--- src/hdl/sct_pkg.sv ---
// ----------------------------------------------------------------------------
// sct_pkg
// Shared types and sizes of the sparse matrix transpose block.
// ----------------------------------------------------------------------------
`default_nettype none
package sct_pkg;
	localparam int MAX_ROWS = 1024;
	localparam int MAX_COLS = 1024;
	localparam int MAX_NNZ  = 4096;
	localparam int IDX_W    = 10;
	localparam int PTR_W    = 13;
	localparam int VAL_W    = 64;
	localparam int LIM_W    = 11;
	localparam int COL_AW   = $clog2(MAX_COLS);
	localparam int NNZ_AW   = $clog2(MAX_NNZ);

	localparam logic [1:0] REQ_LOAD  = 2'd0;
	localparam logic [1:0] REQ_RDPTR = 2'd1;
	localparam logic [1:0] REQ_RDENT = 2'd2;
	localparam logic [1:0] REQ_CLEAR = 2'd3;

	localparam logic [2:0] ST_OK       = 3'd0;
	localparam logic [2:0] ST_BAD_COL  = 3'd1;
	localparam logic [2:0] ST_BAD_ROW  = 3'd2;
	localparam logic [2:0] ST_ORDER    = 3'd3;
	localparam logic [2:0] ST_FULL     = 3'd4;
	localparam logic [2:0] ST_RD_INVAL = 3'd5;

	localparam logic [1:0] CFG_NUM_COLS = 2'd0;
	localparam logic [1:0] CFG_NUM_ROWS = 2'd1;

	typedef struct packed {
		logic [1:0]       req_type;
		logic [IDX_W-1:0] row_index;
		logic [IDX_W-1:0] col_index;
		logic [VAL_W-1:0] entry_value;
		logic             last_entry;
		logic [PTR_W-1:0] read_index;
	} req_t;

	typedef struct packed {
		logic [2:0]       status;
		logic [PTR_W-1:0] pointer_value;
		logic [IDX_W-1:0] out_row;
		logic [VAL_W-1:0] value_out;
		logic             ready_res;
	} res_t;

	typedef struct packed {
		logic cnt_rd_col;
		logic cnt_rd_ridx;
		logic cnt_rd_idx;
		logic cnt_wr_zero;
		logic cnt_wr_inc;
		logic cnt_wr_sum;
		logic in_rd;
		logic cur_rd;
		logic sc_wr;
		logic out_rd;
		logic idx_clr;
		logic idx_inc;
		logic sum_clr;
		logic res_load;
		logic res_ptr_rd;
		logic res_ptr_last;
		logic res_ent;
		logic fire;
		logic set_done;
		logic clr_regs;
	} cmd_t;

	typedef struct packed {
		logic [1:0] req_type;
		logic       last;
		logic       done;
		logic       ld_ok;
		logic       rd_ok;
		logic       ptr_top;
		logic       idx_col_end;
		logic       idx_at_count;
	} sts_t;
endpackage
`default_nettype wire

--- src/hdl/sct_ctrl.sv ---
// ----------------------------------------------------------------------------
// sct_ctrl
// Sequencer for load, read, clear, prefix sum and scatter passes.
// ----------------------------------------------------------------------------
`default_nettype none
module sct_ctrl import sct_pkg::*; (
	input  wire logic clk,
	input  wire logic arst_n,
	input  wire logic start,
	output      logic busy,
	input  wire sts_t sts,
	output      cmd_t cmd
);
	localparam logic [3:0] S_CLR    = 4'd0;
	localparam logic [3:0] S_IDLE   = 4'd1;
	localparam logic [3:0] S_EXEC   = 4'd2;
	localparam logic [3:0] S_INC    = 4'd3;
	localparam logic [3:0] S_RDP    = 4'd4;
	localparam logic [3:0] S_RDE    = 4'd5;
	localparam logic [3:0] S_PRE_RD = 4'd6;
	localparam logic [3:0] S_PRE_WR = 4'd7;
	localparam logic [3:0] S_SC_RD  = 4'd8;
	localparam logic [3:0] S_SC_CUR = 4'd9;
	localparam logic [3:0] S_SC_WR  = 4'd10;

	logic [3:0] state_q, state_d;

	assign busy = (state_q != S_IDLE);

	always_comb begin
		cmd     = '0;
		state_d = state_q;
		case (state_q)
			S_CLR: begin
				cmd.cnt_wr_zero = 1'b1;
				cmd.idx_inc     = 1'b1;
				if (sts.idx_col_end) state_d = S_IDLE;
			end
			S_IDLE: begin
				if (start) state_d = S_EXEC;
			end
			S_EXEC: begin
				cmd.res_load = 1'b1;
				case (sts.req_type)
					REQ_LOAD: begin
						if (sts.done) begin
							cmd.fire = 1'b1;
							state_d  = S_IDLE;
						end else if (sts.ld_ok) begin
							cmd.cnt_rd_col = 1'b1;
							state_d        = S_INC;
						end else if (sts.last) begin
							cmd.idx_clr = 1'b1;
							cmd.sum_clr = 1'b1;
							state_d     = S_PRE_RD;
						end else begin
							cmd.fire = 1'b1;
							state_d  = S_IDLE;
						end
					end
					REQ_RDPTR: begin
						if (!sts.rd_ok) begin
							cmd.fire = 1'b1;
							state_d  = S_IDLE;
						end else if (sts.ptr_top) begin
							cmd.res_ptr_last = 1'b1;
							cmd.fire         = 1'b1;
							state_d          = S_IDLE;
						end else begin
							cmd.cnt_rd_ridx = 1'b1;
							state_d         = S_RDP;
						end
					end
					REQ_RDENT: begin
						if (!sts.rd_ok) begin
							cmd.fire = 1'b1;
							state_d  = S_IDLE;
						end else begin
							cmd.out_rd = 1'b1;
							state_d    = S_RDE;
						end
					end
					default: begin
						cmd.clr_regs = 1'b1;
						cmd.fire     = 1'b1;
						cmd.idx_clr  = 1'b1;
						state_d      = S_CLR;
					end
				endcase
			end
			S_INC: begin
				cmd.cnt_wr_inc = 1'b1;
				if (sts.last) begin
					cmd.idx_clr = 1'b1;
					cmd.sum_clr = 1'b1;
					state_d     = S_PRE_RD;
				end else begin
					cmd.fire = 1'b1;
					state_d  = S_IDLE;
				end
			end
			S_RDP: begin
				cmd.res_ptr_rd = 1'b1;
				cmd.fire       = 1'b1;
				state_d        = S_IDLE;
			end
			S_RDE: begin
				cmd.res_ent = 1'b1;
				cmd.fire    = 1'b1;
				state_d     = S_IDLE;
			end
			S_PRE_RD: begin
				cmd.cnt_rd_idx = 1'b1;
				state_d        = S_PRE_WR;
			end
			S_PRE_WR: begin
				cmd.cnt_wr_sum = 1'b1;
				if (sts.idx_col_end) begin
					cmd.idx_clr = 1'b1;
					state_d     = S_SC_RD;
				end else begin
					cmd.idx_inc = 1'b1;
					state_d     = S_PRE_RD;
				end
			end
			S_SC_RD: begin
				if (sts.idx_at_count) begin
					cmd.set_done = 1'b1;
					cmd.fire     = 1'b1;
					state_d      = S_IDLE;
				end else begin
					cmd.in_rd = 1'b1;
					state_d   = S_SC_CUR;
				end
			end
			S_SC_CUR: begin
				cmd.cur_rd = 1'b1;
				state_d    = S_SC_WR;
			end
			S_SC_WR: begin
				cmd.sc_wr   = 1'b1;
				cmd.idx_inc = 1'b1;
				state_d     = S_SC_RD;
			end
			default: begin
				state_d = S_IDLE;
			end
		endcase
	end

	always_ff @(posedge clk or negedge arst_n) begin
		if (!arst_n) begin
			state_q <= S_CLR;
		end else begin
			state_q <= state_d;
		end
	end
endmodule
`default_nettype wire

--- config.mk ---
export PLATFORM = sky130hd
export DESIGN_NAME = sct_ctrl
export DESIGN_NICKNAME = d
export VERILOG_FILES = /design/src/hdl/sct_pkg.sv /design/src/hdl/sct_ctrl.sv
export SDC_FILE = /design/constraint.sdc
export NUM_CORES = 1
export LEC_CHECK = 0
export BUFFER_PORTS_ARGS = -buffer_cell sky130_fd_sc_hd__buf_2
export CAP_MARGIN = 20
export CORE_MARGIN = 3
export CORE_UTILIZATION = 46
export CTS_BUF_LIST = sky130_fd_sc_hd__clkbuf_4 sky130_fd_sc_hd__clkbuf_8
export DETAILED_ROUTE_END_ITERATION = 10
export GPL_TIMING_DRIVEN = 0
export PLACE_DENSITY = 0.89
export SLEW_MARGIN = 20
export SYNTH_ARGS = -nofsm -noshare
export SYNTH_HDL_FRONTEND = slang
export SYNTH_SLANG_ARGS = --single-unit
--- constraint.sdc ---
create_clock -name clk -period 2.7 [get_ports clk]
set_input_delay 0.81 -clock clk [delete_from_list [all_inputs] [get_ports clk]]
set_output_delay 0.81 -clock clk [all_outputs]
set_load 0.05 [all_outputs]
== Yosys cells after proc, flatten, opt, wreduce, memory -nomap -nowiden ==
Cells that the tools add are included.
Storage, ports and cells
  bits in registers: 4
  bits of input ports: 12
  output and inout port bits: 21
  word-level logic and storage cells: 81
Cells by class
  eq/ne operators: 15
  mux-type cells: 58
  reductions and logical operators: 7
Operators by type and width (number)
  $mux 1: 38
  $pmux 4 s9: 1
  $mux 4: 6
  $eq 4x3->1 const B: 4
  $eq 4x4->1 const B: 3
  $mux 3: 4
  $pmux 4 s3: 1
  $eq 4x2->1 const B: 2
  $pmux 1 s2: 3
  $pmux 1 s3: 2
  $reduce_or 2->1: 3
  $eq 4x1->1 const B: 1
  $logic_not 4->1: 1
  $mux 2: 2
  $ne 2x2->1 const B: 2
  $ne 4x1->1 const B: 1
  $pmux 1 s4: 1
  $reduce_or 3->1: 1
  $eq 2x1->1 const B: 1
  $eq 2x2->1 const B: 1
  $logic_not 2->1: 1
  $reduce_and 2->1: 1

== Longest topological paths before layout ==
  depth in word-level cells: 5
  depth in mapped cells: 6

== Least setup slack after synthesis ==
OpenSTA, ideal clock, no wires.
  path type: register -> output
  start point: register state_q[2]
  end point: output cmd[10] (netlist name)
  arrival: 2.684 ns
  data required time: 1.890 ns
  path slack: -0.794 ns
  stages on the path, launching flop included: 5
  buffers on the path: 1
  path through: dfrtp_1 > buf_6 > nor4b_4 > nand2_1 > nor3b_1
RTL lines
  from (decl): line sct_ctrl.sv:26  | logic [3:0] state_q, state_d;
  from (signal assigned): line sct_ctrl.sv:155  | state_q <= state_d;
  to (decl): line sct_ctrl.sv:12  | output cmd_t cmd

==> flow_summary_export.csv <==
group,metric,value,unit
routing,wl_per_cell,14.4,um
placement,portBuffers,31,
cells_and_area,post-route-util,78.3,%
worst_setup_path,timing.reg2reg.setup_slack,1.16,ns
routing,dr_total_vias,840,
worst_setup_path,crit_start,"state_q[1]$_DFFE_PN0P_",
cells_and_area,syn2layout_area_growth,45.2,%
cells_and_area,top_register,"state_q",
cts,clk_path_buf_depth,2,
placement,dp_slack,-0.167,ns
cells_and_area,largest_register_ffs,4,
power,p_per_area,911,mW/mm^2
synth,yosys.cell_types.count,41,
worst_setup_path,slowest_delay,0.40,ns
die,rows,12,
worst_setup_path,criticalPathCategory,"flip-flop to primary output",
die,fp.coreArea,0.00122,mm^2
worst_setup_path,crit_required,1.89,ns
sta,fin_ws,-0.0149,ns
synth,yosys_warnings,0,
placement,hpwl,1.43,mm
synth,synthesis.nets,104,
sta,skew,0.00183,ns
routing,postRouteAntennaNets,0,
routing,firstDrtPassIters,4,
synth,netlist_area,656,um^2
synth,synth_ff_type,"dfrtp_1",
die,initial_core_util,53.9,%
global_routing,grt_overflow,0,
worst_setup_path,regToRegStartpoint,"state_q[2]$_DFFE_PN0P_",
sta,fin_crit,2.71,ns
cells_and_area,diodes,0,
synth,netlist_instances,92,
run,cap_violations,0,
global_routing,antenna_found_initial,0,
synth,yosysTopAreaCell,"dfrtp_1",
global_routing,grt_pass1_wl,3.19,mm
cts,cts_made_buffers,3,
cts,clk_latency,0.23,ns
routing,drt_iter0_markers,38,
cells_and_area,final_net_count,142,
synth,synth_edf_count,0,
cells_and_area,drive_gt1_share,46.1,%
synth,yosysTopAreaCellShare,15.3,%
die,die_y,43.8,um
sta,min_period_over_period,101,%
sta,worst_pin_slew,0.466,ns
sta,rsz0062_at_grt,"yes",
cells_and_area,reg_top3,"state_q (4)",
power,vdd_drop_max,0.547,mV
cts,clk_pin_slew,0.04,ns
routing,drc,0,
global_routing,track_usage,21.1,%
sta,setup_viol,1,
worst_setup_path,path_cells,"buf_2 > clkbuf_1 > xor2_1 > o31ai_2 > buf_2",
cts,htree_levels,1,
cts,cts_sinks,4,
synth,ys_seq_area_share,15.3,%
die,die_area,0.00191,mm^2
status,violations,"negative setup slack",
routing,wirelength,2.04,mm
cts,cts_tree,"built",
die,dieWidth,43.8,um
worst_setup_path,critPathLaunchType,"flip-flop",
sta,slew-limit-headroom,68.9,%
status,status,"finished, violations left",
synth,ys_seq_elements,4,
synth,synthArstFlopShare,100,%
synth,avgSynthCellArea,7.13,um^2
worst_setup_path,r2r_end,"state_q[1]$_DFFE_PN0P_",
worst_setup_path,setup.worst_path.end_class,"primary output",
sta,fin_worst_hold_slack,0.373,ns
worst_setup_path,worstPathArrival,1.90,ns
cts,cts_root_buffer,"clkbuf_4",
power,p_leak,0.485,nW
sta,hold_violations,0,
worst_setup_path,critPathMostFrequentCell,"buf_2",
synth,synth_area_leaders,"dfrtp_1, nand2b_1, nor2_1",
routing,via_per_inst,5.92,
sta,fmax,368,MHz
hold_path,hold_path_class,"input port to asynchronous set/reset pin",
die,io_pins,33,
global_routing,grt_max_degree,11,
global_routing,grt_pass1_vias,778,
cells_and_area,fill_cells,101,
placement,globalplace.congestion,0.815,
sta,fin_setup_tns,-0.0149,ns
worst_setup_path,reg2reg_depth,6,
sta,slew_violations,0,
worst_setup_path,slowest_stage,"clkbuf_1",
worst_setup_path,critPathMaxFanout,10,
-- placed cells by master, fill, tap and decap left out, types with 2 or more instances in the layout --
cell,netlist,routed
nand2_2,1,2
o21ai_1,2,2
clkbuf_2,0,2
a21oi_1,4,4
inv_1,2,2
and3_2,0,2
nand2_1,9,8
dfrtp_1,4,4
mux2i_1,2,2
nor2_1,10,10
a21o_1,2,2
nor2b_1,4,4
a31oi_1,2,2
buf_4,0,2
nand3b_1,2,2
clkbuf_4,0,6
nor3_4,0,3
buf_6,1,2
clkbuf_1,3,2
nand2b_1,6,5
nor4_2,0,2
buf_2,4,31
nor3_1,6,3
-- report_power, final --
| group | switching (mW) | internal, mW |
|---|---|---|
| clock | 0.0259 | 0.0498 |
| combinational | 0.474 | 0.221 |
| sequential | 0.0182 | 0.0785 |
-- cells in the mapped netlist (3+ instances only) --
cell type,count
clkbuf_1,3
dfrtp_1,4
buf_2,4
and3_1,3
nor2b_1,4
nor2_1,10
nand2b_1,6
a21oi_1,4
nor3_1,6
nand2_1,9
-- worst max-delay path by stage --
stage          slack [ns]       to  depth (start not counted)
5_1_grt             -0.14   cmd[8]                          5
6_report            -0.01   cmd[8]                          5
2_1_floorplan       -0.37  cmd[10]                          4
4_1_cts             0.004   cmd[7]                          6
3_3_place_gp        -0.14   cmd[7]                          6
3_5_place_dp        -0.17   cmd[7]                          6
-- cell families after synthesis --
kind of cell / after synthesis / share of synthesized area (%)
AND/OR/NAND/NOR: 53 / 46.9
AO/OA/AOI/OAI: 20 / 23.5
buffers and inverters: 11 / 8.21
flip-flops: 4 / 15.3
multiplexers: 3 / 4.77
XOR/XNOR: 1 / 1.34
-- cell type report --
cell class	count	area [um^2]	share of cell area [%]
buffer	9	51.3	5.39
timing repair buffer	33	181	19.1
clock buffer	3	22.5	2.37
sequential	4	100	10.5
inverter	2	7.51	0.788
multi-input combinational	77	572	60.1
tap	14	17.5	1.84
-- metal layers --
| layer | track usage [%] | part of all wire [%] | vias to the layer above |
|---|---|---|---|
| met4 | 8.43 | 1.3 | 0 |
| met2 | 37.2 | 50 | 38 |
| li1 | - | - | 410 |
| met5 | 0 | 0 | - |
| met3 | 3.32 | 6.3 | 4 |
| met1 | 25.0 | 42 | 388 |
-- critical path: cells and delay by family (launching register included) --
kind | cells | cell delay, ns
DFF | 1 | 0.31
buffers and inverters | 3 | 0.90
xor gates and xnor gates | 1 | 0.18
AOI/OAI and AO/OA | 1 | 0.27
-- per-stage QoR --
stage | std cells | power [mW] | cell area (um^2)
floorplan | 92 | 0.623 | 712
global placement | 137 | 0.741 | 885
detailed placement | 137 | 0.752 | 885
CTS | 142 | 0.844 | 931
global route | 142 | 0.923 | 952
finish | 142 | 0.867 | 952
-- timing repair --
item / CTS / global route
hold buffers: 0 / 0
endpoints found under the setup margin: 6 / 8
gates resized for setup: 3 / 7
setup buffers: 2 / 0
Power figures use the tool's default switching activity.
